`src/rtl/core/pwbsd_pkg.sv`:
```
package pwbsd_pkg;

    // field widths
    localparam int UNIT_W       = 12;
    localparam int SYM_W        = 2;
    localparam int OUT_STAMP_W  = 32;

    // channel widths
    localparam int S_TDATA_W    = 8;
    localparam int M_TDATA_W    = 2 * OUT_STAMP_W;
    localparam int M_TUSER_W    = SYM_W;

    // parameter defaults
    localparam int STAMP_WIDTH_DEF = 32;
    localparam int COUNT_WIDTH_DEF = 16;

    // unit register after reset
    localparam logic [UNIT_W-1:0] UNIT_RESET = 12'd4;

    // symbol codes
    typedef enum logic [SYM_W-1:0] {
        SYM_ZERO       = 2'd0,
        SYM_ONE        = 2'd1,
        SYM_CONSOLE    = 2'd2,
        SYM_CONTROLLER = 2'd3
    } symbol_t;

endpackage

```
`src/rtl/core/pulse_width_bit_symbol_decoder_core.sv`:
```
// Pulse-width bit symbol decoder for an idle-high single-wire line. Each item on the
// s_ side is one line sample (s_tdata[0]); the core accepts one sample per clock and a
// decoded symbol appears in the output register in the cycle after the sample that ends it.
// Rounding of the low and high phases uses thresholds of odd multiples of the unit,
// held in registers that are reloaded on each cfg_wr_en write of cfg_wr_data (a value of zero acts
// as one sample per unit). s_tready only drops while a finished symbol sits in the output
// register and m_tready is low; that single output register sets the one-item-per-cycle
// rate. Results carry the symbol code in m_tuser and the start and end sample stamps in
// m_tdata, stamps wrapping at the low 32 bits.
module pulse_width_bit_symbol_decoder_core #(
    parameter int STAMP_WIDTH = pwbsd_pkg::STAMP_WIDTH_DEF,
    parameter int COUNT_WIDTH = pwbsd_pkg::COUNT_WIDTH_DEF
) (
    input  logic                            aclk,
    input  logic                            aresetn,
    // configuration: unit_samples
    input  logic                            cfg_wr_en,
    input  logic [pwbsd_pkg::UNIT_W-1:0]    cfg_wr_data,
    // sample in
    input  logic                            s_tvalid,
    output logic                            s_tready,
    input  logic [pwbsd_pkg::S_TDATA_W-1:0] s_tdata,   // [0] line_level, rest zero
    // symbol out
    output logic                            m_tvalid,
    input  logic                            m_tready,
    output logic [pwbsd_pkg::M_TDATA_W-1:0] m_tdata,   // [31:0] start_stamp, [63:32] end_stamp
    output logic [pwbsd_pkg::M_TUSER_W-1:0] m_tuser    // [1:0] symbol
);

    localparam int UW  = pwbsd_pkg::UNIT_W;
    localparam int OSW = pwbsd_pkg::OUT_STAMP_W;
    // thresholds reach 13 units and are compared with twice a count
    localparam int TH_W = (COUNT_WIDTH + 1 > UW + 4) ? COUNT_WIDTH + 1 : UW + 4;
    localparam logic [TH_W-1:0] COUNT_MAX_TH = TH_W'({COUNT_WIDTH{1'b1}});

    typedef enum logic [1:0] {
        PH_WAIT = 2'd0,
        PH_LOW  = 2'd1,
        PH_HIGH = 2'd2
    } phase_t;

    typedef logic [7:1][TH_W-1:0]        th_arr_t;
    typedef logic [3:1][COUNT_WIDTH-1:0] cap_arr_t;

    // rounded units, ties to even, saturating at seven
    function automatic logic [2:0] round_units(input logic [COUNT_WIDTH-1:0] len,
                                               input th_arr_t th);
        logic [TH_W-1:0] len2;
        logic [2:0]      n;
        len2 = TH_W'(len) << 1;
        n    = 3'd0;
        for (int k = 1; k <= 7; k++) begin
            if (((k & 1) == 0) ? (len2 >= th[k]) : (len2 > th[k])) begin
                n = n + 3'd1;
            end
        end
        return n;
    endfunction

    function automatic logic [COUNT_WIDTH-1:0] sat_inc(input logic [COUNT_WIDTH-1:0] v);
        return (v == {COUNT_WIDTH{1'b1}}) ? v : v + COUNT_WIDTH'(1);
    endfunction

    // rounding thresholds for a unit value
    function automatic th_arr_t make_th(input logic [UW-1:0] u);
        th_arr_t t;
        for (int k = 1; k <= 7; k++) begin
            t[k] = TH_W'(u) * TH_W'(2 * k - 1);
        end
        return t;
    endfunction

    // high phase caps for one, two and three low units
    function automatic cap_arr_t make_cap(input logic [UW-1:0] u);
        cap_arr_t        c;
        logic [TH_W-1:0] lim;
        for (int k = 1; k <= 3; k++) begin
            lim  = TH_W'(u) * TH_W'(4 - k);
            c[k] = (lim < COUNT_MAX_TH) ? COUNT_WIDTH'(lim) : {COUNT_WIDTH{1'b1}};
        end
        return c;
    endfunction

    // configuration state
    logic [UW-1:0]           unit_reg;
    logic [UW-1:0]           unit_next;
    th_arr_t                 th_reg;
    cap_arr_t                caps_reg;

    // decoder state
    phase_t                  phase_reg, phase_next;
    logic                    last_level_reg, last_level_next;
    logic [STAMP_WIDTH-1:0]  idx_reg, idx_next;
    logic [COUNT_WIDTH-1:0]  low_len_reg, low_len_next;
    logic [COUNT_WIDTH-1:0]  high_len_reg, high_len_next;
    logic [2:0]              low_units_reg, low_units_next;
    logic [COUNT_WIDTH-1:0]  cap_reg, cap_next;
    logic [STAMP_WIDTH-1:0]  fall_stamp_reg, fall_stamp_next;

    // output register
    logic                    m_valid_reg;
    pwbsd_pkg::symbol_t      m_sym_reg, m_sym_next;
    logic [OSW-1:0]          m_start_reg, m_start_next;
    logic [OSW-1:0]          m_end_reg, m_end_next;

    logic                    s_fire;
    logic                    lvl;
    logic                    sym_valid;
    logic [2:0]              low_units_now;
    logic [COUNT_WIDTH-1:0]  high_inc;
    logic [2:0]              high_units;
    logic [STAMP_WIDTH-1:0]  end_stamp;
    logic [STAMP_WIDTH+OSW-1:0] fall_ext;
    logic [STAMP_WIDTH+OSW-1:0] end_ext;

    assign s_tready = !m_valid_reg || m_tready;
    assign s_fire   = s_tvalid && s_tready;
    assign lvl      = s_tdata[0];

    assign unit_next = (cfg_wr_data == '0) ? UW'(1) : cfg_wr_data;

    // next state for one accepted sample
    always_comb begin
        phase_next      = phase_reg;
        low_len_next    = low_len_reg;
        high_len_next   = high_len_reg;
        low_units_next  = low_units_reg;
        cap_next        = cap_reg;
        fall_stamp_next = fall_stamp_reg;
        sym_valid       = 1'b0;
        m_sym_next      = pwbsd_pkg::SYM_ZERO;
        end_stamp       = idx_reg;

        low_units_now = round_units(low_len_reg, th_reg);
        high_inc      = sat_inc(high_len_reg);
        high_units    = round_units(high_inc, th_reg);

        unique case (phase_reg)
            PH_LOW: begin
                if (lvl) begin
                    low_units_next = low_units_now;
                    if (low_units_now >= 3'd1 && low_units_now <= 3'd3) begin
                        high_len_next = '0;
                        cap_next      = caps_reg[low_units_now[1:0]];
                        phase_next    = PH_HIGH;
                    end else begin
                        phase_next = PH_WAIT;
                    end
                end else begin
                    low_len_next = sat_inc(low_len_reg);
                end
            end
            PH_HIGH: begin
                high_len_next = high_inc;
                if (!lvl || high_inc >= cap_reg) begin
                    // classify low/high unit pair
                    priority if (low_units_reg == 3'd1 && high_units == 3'd3) begin
                        sym_valid  = 1'b1;
                        m_sym_next = pwbsd_pkg::SYM_ONE;
                    end else if (low_units_reg == 3'd3 && high_units == 3'd1) begin
                        sym_valid  = 1'b1;
                        m_sym_next = pwbsd_pkg::SYM_ZERO;
                    end else if (low_units_reg == 3'd1 && high_units == 3'd2) begin
                        sym_valid  = 1'b1;
                        m_sym_next = pwbsd_pkg::SYM_CONSOLE;
                    end else if (low_units_reg == 3'd2 &&
                                 (high_units == 3'd1 || high_units == 3'd2)) begin
                        sym_valid  = 1'b1;
                        m_sym_next = pwbsd_pkg::SYM_CONTROLLER;
                        if (high_units == 3'd2) begin
                            end_stamp = idx_reg - STAMP_WIDTH'(unit_reg);
                        end
                    end else begin
                        sym_valid = 1'b0;
                    end
                    if (!lvl) begin
                        fall_stamp_next = idx_reg;
                        low_len_next    = COUNT_WIDTH'(1);
                        phase_next      = PH_LOW;
                    end else begin
                        phase_next = PH_WAIT;
                    end
                end
            end
            default: begin
                // waiting for a falling edge
                if (last_level_reg && !lvl) begin
                    fall_stamp_next = idx_reg;
                    low_len_next    = COUNT_WIDTH'(1);
                    phase_next      = PH_LOW;
                end else begin
                    phase_next = PH_WAIT;
                end
            end
        endcase

        last_level_next = lvl;
        idx_next        = idx_reg + STAMP_WIDTH'(1);
    end

    // stamps to the output width
    assign fall_ext     = {{OSW{1'b0}}, fall_stamp_reg};
    assign end_ext      = {{OSW{1'b0}}, end_stamp};
    assign m_start_next = fall_ext[OSW-1:0];
    assign m_end_next   = end_ext[OSW-1:0];

    // configuration registers
    always_ff @(posedge aclk) begin
        if (!aresetn) begin
            unit_reg <= pwbsd_pkg::UNIT_RESET;
            th_reg   <= make_th(pwbsd_pkg::UNIT_RESET);
            caps_reg <= make_cap(pwbsd_pkg::UNIT_RESET);
        end else if (cfg_wr_en) begin
            unit_reg <= unit_next;
            th_reg   <= make_th(unit_next);
            caps_reg <= make_cap(unit_next);
        end
    end

    // decoder state and output register
    always_ff @(posedge aclk) begin
        if (!aresetn) begin
            phase_reg      <= PH_WAIT;
            last_level_reg <= 1'b1;
            idx_reg        <= '0;
            low_len_reg    <= '0;
            high_len_reg   <= '0;
            low_units_reg  <= '0;
            cap_reg        <= '0;
            fall_stamp_reg <= '0;
            m_valid_reg    <= 1'b0;
        end else begin
            if (s_fire) begin
                phase_reg      <= phase_next;
                last_level_reg <= last_level_next;
                idx_reg        <= idx_next;
                low_len_reg    <= low_len_next;
                high_len_reg   <= high_len_next;
                low_units_reg  <= low_units_next;
                cap_reg        <= cap_next;
                fall_stamp_reg <= fall_stamp_next;
            end
            if (s_fire && sym_valid) begin
                m_valid_reg <= 1'b1;
            end else if (m_tready) begin
                m_valid_reg <= 1'b0;
            end
        end
    end

    // result payload
    always_ff @(posedge aclk) begin
        if (s_fire && sym_valid) begin
            m_sym_reg   <= m_sym_next;
            m_start_reg <= m_start_next;
            m_end_reg   <= m_end_next;
        end
    end

    assign m_tvalid = m_valid_reg;
    assign m_tuser  = m_sym_reg;
    assign m_tdata  = {m_end_reg, m_start_reg};

endmodule

```
`config.mk`:
```
export PLATFORM = sky130hd
export DESIGN_NAME = pulse_width_bit_symbol_decoder_core
export DESIGN_NICKNAME = d
export VERILOG_FILES = /design/src/rtl/core/pwbsd_pkg.sv /design/src/rtl/core/pulse_width_bit_symbol_decoder_core.sv
export SDC_FILE = /design/constraint.sdc
export NUM_CORES = 1
export LEC_CHECK = 0
export ABC_AREA = 1
export ABC_CLOCK_PERIOD_IN_PS = 10100
export BUFFER_PORTS_ARGS = -buffer_cell sky130_fd_sc_hd__buf_4
export CORE_ASPECT_RATIO = 0.75
export CORE_MARGIN = 2
export CORE_UTILIZATION = 30
export CTS_CLUSTER_SIZE = 10
export DETAILED_ROUTE_END_ITERATION = 10
export MAX_ROUTING_LAYER = met4
export PLACE_DENSITY = 0.52
export REMOVE_ABC_BUFFERS = 1
export SLEW_MARGIN = 25
export SYNTH_ARGS = -nofsm -noshare
export SYNTH_HDL_FRONTEND = slang
export SYNTH_SLANG_ARGS = --single-unit
```
`constraint.sdc`:
```
create_clock -name aclk -period 10.1 [get_ports aclk]
set_clock_uncertainty 0.05 [all_clocks]
set_input_delay 1.515 -clock aclk [delete_from_list [all_inputs] [get_ports aclk]]
set_output_delay 1.515 -clock aclk [all_outputs]
set_load 0.005 [all_outputs]
```
# Word level (Yosys, flattened, before mapping)
# Cells that the tools add are included.
# word_totals
elab_cells	161
input_bits	25
ff_bits	289
# classes
reduce_logical	26
n_addsub	16
bitwise	3
n_mul	6
order_cmp	18
mux	56
n_eq_ne	16
# op_table
cell	n
32-bit 2-to-1 mux	10
16-bit 2-to-1 mux	9
17-bit by 16-bit greater-than comparator with 1-bit output	4
16-bit one-hot mux with 2 select lines	2
32-bit one-hot mux with 2 select lines	1
12-bit by 4-bit multiplier with 16-bit output (second input constant)	3
17-bit by 14-bit greater-or-equal comparator with 1-bit output	2
17-bit by 15-bit greater-or-equal comparator with 1-bit output	2
17-bit by 16-bit greater-or-equal comparator with 1-bit output	2
17-bit by 12-bit greater-than comparator with 1-bit output	2
17-bit by 15-bit greater-than comparator with 1-bit output	2
3-bit by 1-bit adder with 3-bit output (second input constant)	11
3-bit 2-to-1 mux	11
16-bit by 1-bit adder with 16-bit output (second input constant)	2
32-bit by 1-bit adder with 32-bit output (second input constant)	1
16-bit binary-select mux with 2-bit select	1
16-bit == test (second input constant)	2
32-bit by 12-bit subtractor with 32-bit output	1
12-bit by 3-bit multiplier with 15-bit output (second input constant)	2
16-bit greater-or-equal comparator	1
12-bit by 2-bit multiplier with 14-bit output (second input constant)	1
1-bit 2-to-1 mux	14
3-bit by 2-bit == test with 1-bit output (second input constant)	4
12-bit zero test	1
23 further kinds	50

# Depth between registers and ports, before layout
# logic_depth
word_depth	27
depth_mapped	51

# Least setup slack after synthesis
# OpenSTA, ideal clock, no wires.
# synth_path
path_kind	flip-flop to flip-flop
start	reg high_len_reg[0]
end	reg m_end_reg[0] (enable)
required_ns	9.630
setup_slack_ns	2.458
path_buffers	0
stages_incl_launch_ff	46
setup_time_ns	0.420
period_less_slack_ns	7.642
arrival_ns	7.172
cell_sequence	dfxtp_1 ha_1 nand3_2 nor3_1 nand2_1 inv_1 nor3_1 a21oi_1 ha_1 nand2_1 a21oi_1 a211o_1 a221oi_1 o21ai_0 nand3_1 nand2_1 a21oi_1 o211ai_1 (+10 left out) nand2_1 ha_1 nand2_1 nand2_1 ha_1 nand2_1 nand2_1 nand2_1 nand2_1 nand2_2 nand2_2 nor2_4 nand2_4 nand2_2 nor2_1 nor2_1 nand2_1 inv_1
# synth_between
elab_chain_len	26
elab_cells_between_ends	40
# synth_rtl
element	line	source
start, declared	pulse_width_bit_symbol_decoder_core.sv:95	logic [COUNT_WIDTH-1:0] high_len_reg, high_len_next;
start signal, assigned	pulse_width_bit_symbol_decoder_core.sv:238	high_len_reg <= high_len_next;
16-bit by 1-bit adder with 16-bit output or 16-bit == test (tied branches)	pulse_width_bit_symbol_decoder_core.sv:61	return (v == {COUNT_WIDTH{1'b1}}) ? v : v + COUNT_WIDTH'(1);
16-bit 2-to-1 mux (*)	pulse_width_bit_symbol_decoder_core.sv:61	
17-bit by 12-bit greater-than comparator with 1-bit output	pulse_width_bit_symbol_decoder_core.sv:53	if (((k & 1) == 0) ? (len2 >= th[k]) : (len2 > th[k])) begin
1-bit 2-to-1 mux	pulse_width_bit_symbol_decoder_core.sv:53	
3-bit by 1-bit adder with 3-bit output	pulse_width_bit_symbol_decoder_core.sv:54	n = n + 3'd1;
3-bit 2-to-1 mux	pulse_width_bit_symbol_decoder_core.sv:53	
3-bit by 1-bit adder with 3-bit output	pulse_width_bit_symbol_decoder_core.sv:54	
3-bit 2-to-1 mux	pulse_width_bit_symbol_decoder_core.sv:53	
(+10 left out)	n/a	
1-bit logical AND	pulse_width_bit_symbol_decoder_core.sv:166	end else if (low_units_reg == 3'd2 &&
1-bit 2-to-1 mux	pulse_width_bit_symbol_decoder_core.sv:166	
1-bit 2-to-1 mux	pulse_width_bit_symbol_decoder_core.sv:163	end else if (low_units_reg == 3'd1 && high_units == 3'd2) begin
1-bit 2-to-1 mux	pulse_width_bit_symbol_decoder_core.sv:160	end else if (low_units_reg == 3'd3 && high_units == 3'd1) begin
1-bit 2-to-1 mux	pulse_width_bit_symbol_decoder_core.sv:157	priority if (low_units_reg == 3'd1 && high_units == 3'd3) begin
1-bit 2-to-1 mux (*)	pulse_width_bit_symbol_decoder_core.sv:155	if (!lvl || high_inc >= cap_reg) begin
1-bit 2-to-1 mux (*)	pulse_width_bit_symbol_decoder_core.sv:138	unique case (phase_reg)
1-bit logical AND (*)	pulse_width_bit_symbol_decoder_core.sv:253	if (s_fire && sym_valid) begin
end signal, assigned	pulse_width_bit_symbol_decoder_core.sv:256	m_end_reg <= m_end_next;
end, declared	pulse_width_bit_symbol_decoder_core.sv:104	logic [OSW-1:0] m_end_reg, m_end_next;
# Mark *: on every way between the ends. The rest lies on a longest branch, timed or not.
# A chain may end at the register's enable or synchronous reset.

# Worst setup path in the final report
# layout_path
start	reg high_len_reg[1]
end	reg m_end_reg[0] (enable)
# Same word-level chain as after synthesis.

==> out/qor.yml <==
global_routing:
  grt_pass1_wl_um: 105000
  track_usage_pct: 18.7
  grt_pass1_vias: 17662
  overflow: 0
  grt_max_degree: 98
  antenna_found_initial: 1
timing:
  hold_ws_ns: 0.373
  fin_crit_sh_pct: 84.9
  final_max_slew_viol_count: 0
  rsz0062_at_grt: "no"
  worst_pin_slew_ns: 1.02
  hold_violations: 0
  slew_headroom_pct: 32.2
  min_period_ns: 8.58
  setup_tns_ns: 0
  fmax_ghz: 0.117
  setup_viol: 0
setup_path:
  worstSetupStartpointType: "flip-flop"
  rr_endpoint: "m_end_reg[0]"
  r2r-start: "high_len_reg[1]"
  critPathMaxStageDelay_ns: 0.69
  worst_setup_path_end_kind: "flip-flop"
  path_common_cell: "nand2_1"
  path_class: "reg -> reg"
  cp.arrival_ns: 8.70
  worstPathRequired_ns: 10.22
  crit_fanout: 66
  reg2reg_slack_ns: 1.52
  critPathSlowestCell: "o21ai_0"
  ff2ff_path_depth: 49
detailed_routing:
  drtIter0Drc: 1450
  viasPerCell: 4.78
  drt_wl_total_um: 68300
  postRouteAntennaNets: 0
  drt-wirelength-per-cell_um: 17.0
  drc: 0
  drt_first_pass_iters: 8
  vias: 19168
die:
  die_y_um: 238
  std_cell_rows: 85
  die_w_um: 315
  core_region_area_um2: 71900
  die_area_um2: 74900
  initial_core_util_pct: 30.4
  io_pins: 93
synth:
  yosysTopAreaCell: "dfxtp_1"
  synth_edf_count: 66
  synthesis.area_um2: 21800
  yosys-top-cells-area: "dfxtp_1 19%, ha_1 18%, edfxtp_1 9.1%, nand2_1 8.9%, inv_1 8.2%"
  yosysTopAreaCellShare_pct: 19.0
  synthArstFlopShare_pct: 0
  avgSynthCellArea_um2: 7.41
  yosysUniqueCellTypes: 63
  ys_seq_elements: 273
  seq_area_frac_synth_pct: 28.1
  synth_ff_type: "dfxtp_1"
  yosysWarnings: 0
  syn-instance-count: 2946
worst_hold_path:
  holdPathStages: 0
  min_from: "fall_stamp_reg[26]"
  hp-class: "reg -> reg"
  hold_end: "m_start_reg[26]"
cts:
  cts_setup_buffers: 0
  numClockSinks: 273
  clk_path_buf_depth: 3
  cts_resized: 0
  clk_pin_slew_ns: 0.06
  cts_tree: "done"
  cts_made_buffers: 37
  ctsRootBufferMaster: "clkbuf_16"
  clock_latency_ns: 0.55
  htree_levels: 2
  ctsHoldBuffers: 0
power_and_ir_drop:
  seqPwrFrac_pct: 33.1
  p_leak_nw: 12.2
  switchingPower_w: 0.00134
  clkPwrFrac_pct: 34.6
  swShare_pct: 36.5
  p_int_w: 0.00233
  ir_drop_mv: 0.0901
  comb_power_share_pct: 32.3
  p_per_area_nw_per_um2: 148
run_status:
  outcome: "completed"
job:
  maxCapViolations: 0
placed_design:
  dp.cells: 3942
  dpl-instance-area_um2: 23600
  gp_congestion: 0.915
  hpwl_um: 52500
  io_buffers: 85
cells_and_area:
  final_cell_area_um2: 24700
  syn_to_final_growth_pct: 13.3
  fin_nets: 3401
  drive_above_1_share_pct: 8.42
  antenna_cells: 0
  largest_register_ffs: 65
  instances_no_fill: 4008
## final cells by class
type	instances	area (um^2)
Fill cell	7711	47200
Multi-Input combinational cell	2105	13500
Sequential cell	273	6130
Inverter	494	1860
Tap cell	957	1200
Clock buffer	58	1070
Timing Repair Buffer	113	848
Clock inverter	8	73.8
## Yosys cell counts (3+ instances only)
cell / number
nor2_1: 230
a2111oi_0: 4
fa_1: 42
o21bai_1: 15
buf_1: 4
a21oi_1: 297
nand4_1: 47
edfxtp_1: 66
a211oi_1: 13
nor3_1: 45
nand2_4: 11
clkbuf_1: 59
inv_2: 15
o21ai_0: 195
nand2_1: 515
nor4_1: 15
or2_2: 8
buf_2: 6
a21oi_2: 3
nor2_2: 6
dfxtp_1: 207
nand2_2: 17
nand3_1: 137
a21o_1: 7
inv_1: 475
nand3b_1: 3
a31oi_1: 8
a221oi_1: 4
o21ai_1: 13
and3_1: 3
ha_1: 310
o21a_1: 7
o2111ai_1: 3
clkinv_1: 4
buf_6: 3
nand3_2: 12
nor2_4: 4
o211ai_1: 14
xnor2_1: 16
xor2_1: 72
## power groups by stage
| stage | clock network, W | registers, W | logic (W) |
|---|---|---|---|
| finish | 0.00127 | 0.00121 | 0.00119 |
| global route | 0.00135 | 0.00122 | 0.00135 |
| CTS | 0.00131 | 0.00121 | 0.00118 |
| detailed placement | 0 | 0.00124 | 0.00117 |
| global placement | 0 | 0.00124 | 0.00116 |
| floorplan | 0 | 0.00122 | 0.000850 |
## worst max-delay path: cells and delay by family, from the launching register on
kind	cells	cell delay [ns]
and+or+nand+nor	28	3.10
adders and majority gates	7	1.99
AOI/OAI and AO/OA	8	1.57
buffers and inverters	6	1.02
DFF	1	0.41
## how the worst max path moves through the flow
stage | end | cells past startpoint | slack (ns) | startpoint
6_report | m_end_reg[0] | 49 | 1.52 | high_len_reg[1]
5_1_grt | m_end_reg[0] | 49 | 0.87 | high_len_reg[1]
4_1_cts | m_end_reg[0] | 49 | 1.76 | high_len_reg[1]
3_5_place_dp | m_end_reg[0] | 49 | 1.80 | high_len_reg[1]
3_3_place_gp | m_end_reg[0] | 49 | 1.92 | high_len_reg[1]
2_1_floorplan | fall_stamp_reg[11] | 7 | 1.28 | m_tready
## metrics by stage
step | worst slack (ns) | total power [W] | util [%]
floorplan | 1.28 | 0.00207 | -
global placement | 1.92 | 0.00240 | 32.8
detailed placement | 1.80 | 0.00241 | 32.8
CTS | 1.76 | 0.00370 | 34.4
global route | 0.868 | 0.00392 | 34.4
finish | 1.52 | 0.00367 | 34.4
## placed cells by master (no fill, tap or decap), types with 14 or more instances in the layout
master     netlist  routed
nand2_1        515     514
inv_1          475     474
ha_1           310     310
a21oi_1        297     297
nor2_1         230     229
dfxtp_1        207     207
o21ai_0        195     195
nand3_1        137     137
buf_4            2     113
xor2_1          72      72
edfxtp_1        66      66
nand4_1         47      47
nor3_1          45      45
fa_1            42      42
clkbuf_16        0      37
nand2_2         17      18
xnor2_1         16      16
inv_2           15      15
o21bai_1        15      15
nor4_1          15      14
o211ai_1        14      14
clkbuf_1        59      14
## per-layer routing
| metal | share of wire, % | GRT usage [%] | vias to the layer above |
|---|---|---|---|
| met2 | 39 | 25.5 | 384 |
| met1 | 53 | 28.1 | 8808 |
| met5 | 0 | - | - |
| met3 | 5.8 | 3.15 | 73 |
| met4 | 2.1 | 4.58 | 0 |
| li1 | - | - | 9903 |
## kinds of logic after synthesis
family                     count (synthesis)  share of synthesized area [%]
AOI/OAI and AO/OA                        595                           14.8
xor gates and xnor gates                  88                           3.53
adders and majority gates                352                           21.6
buffers and inverters                    568                           9.94
DFF                                      273                           28.1
and+or+nand+nor                         1070                           22.0
Power figures use the tool's default switching activity.
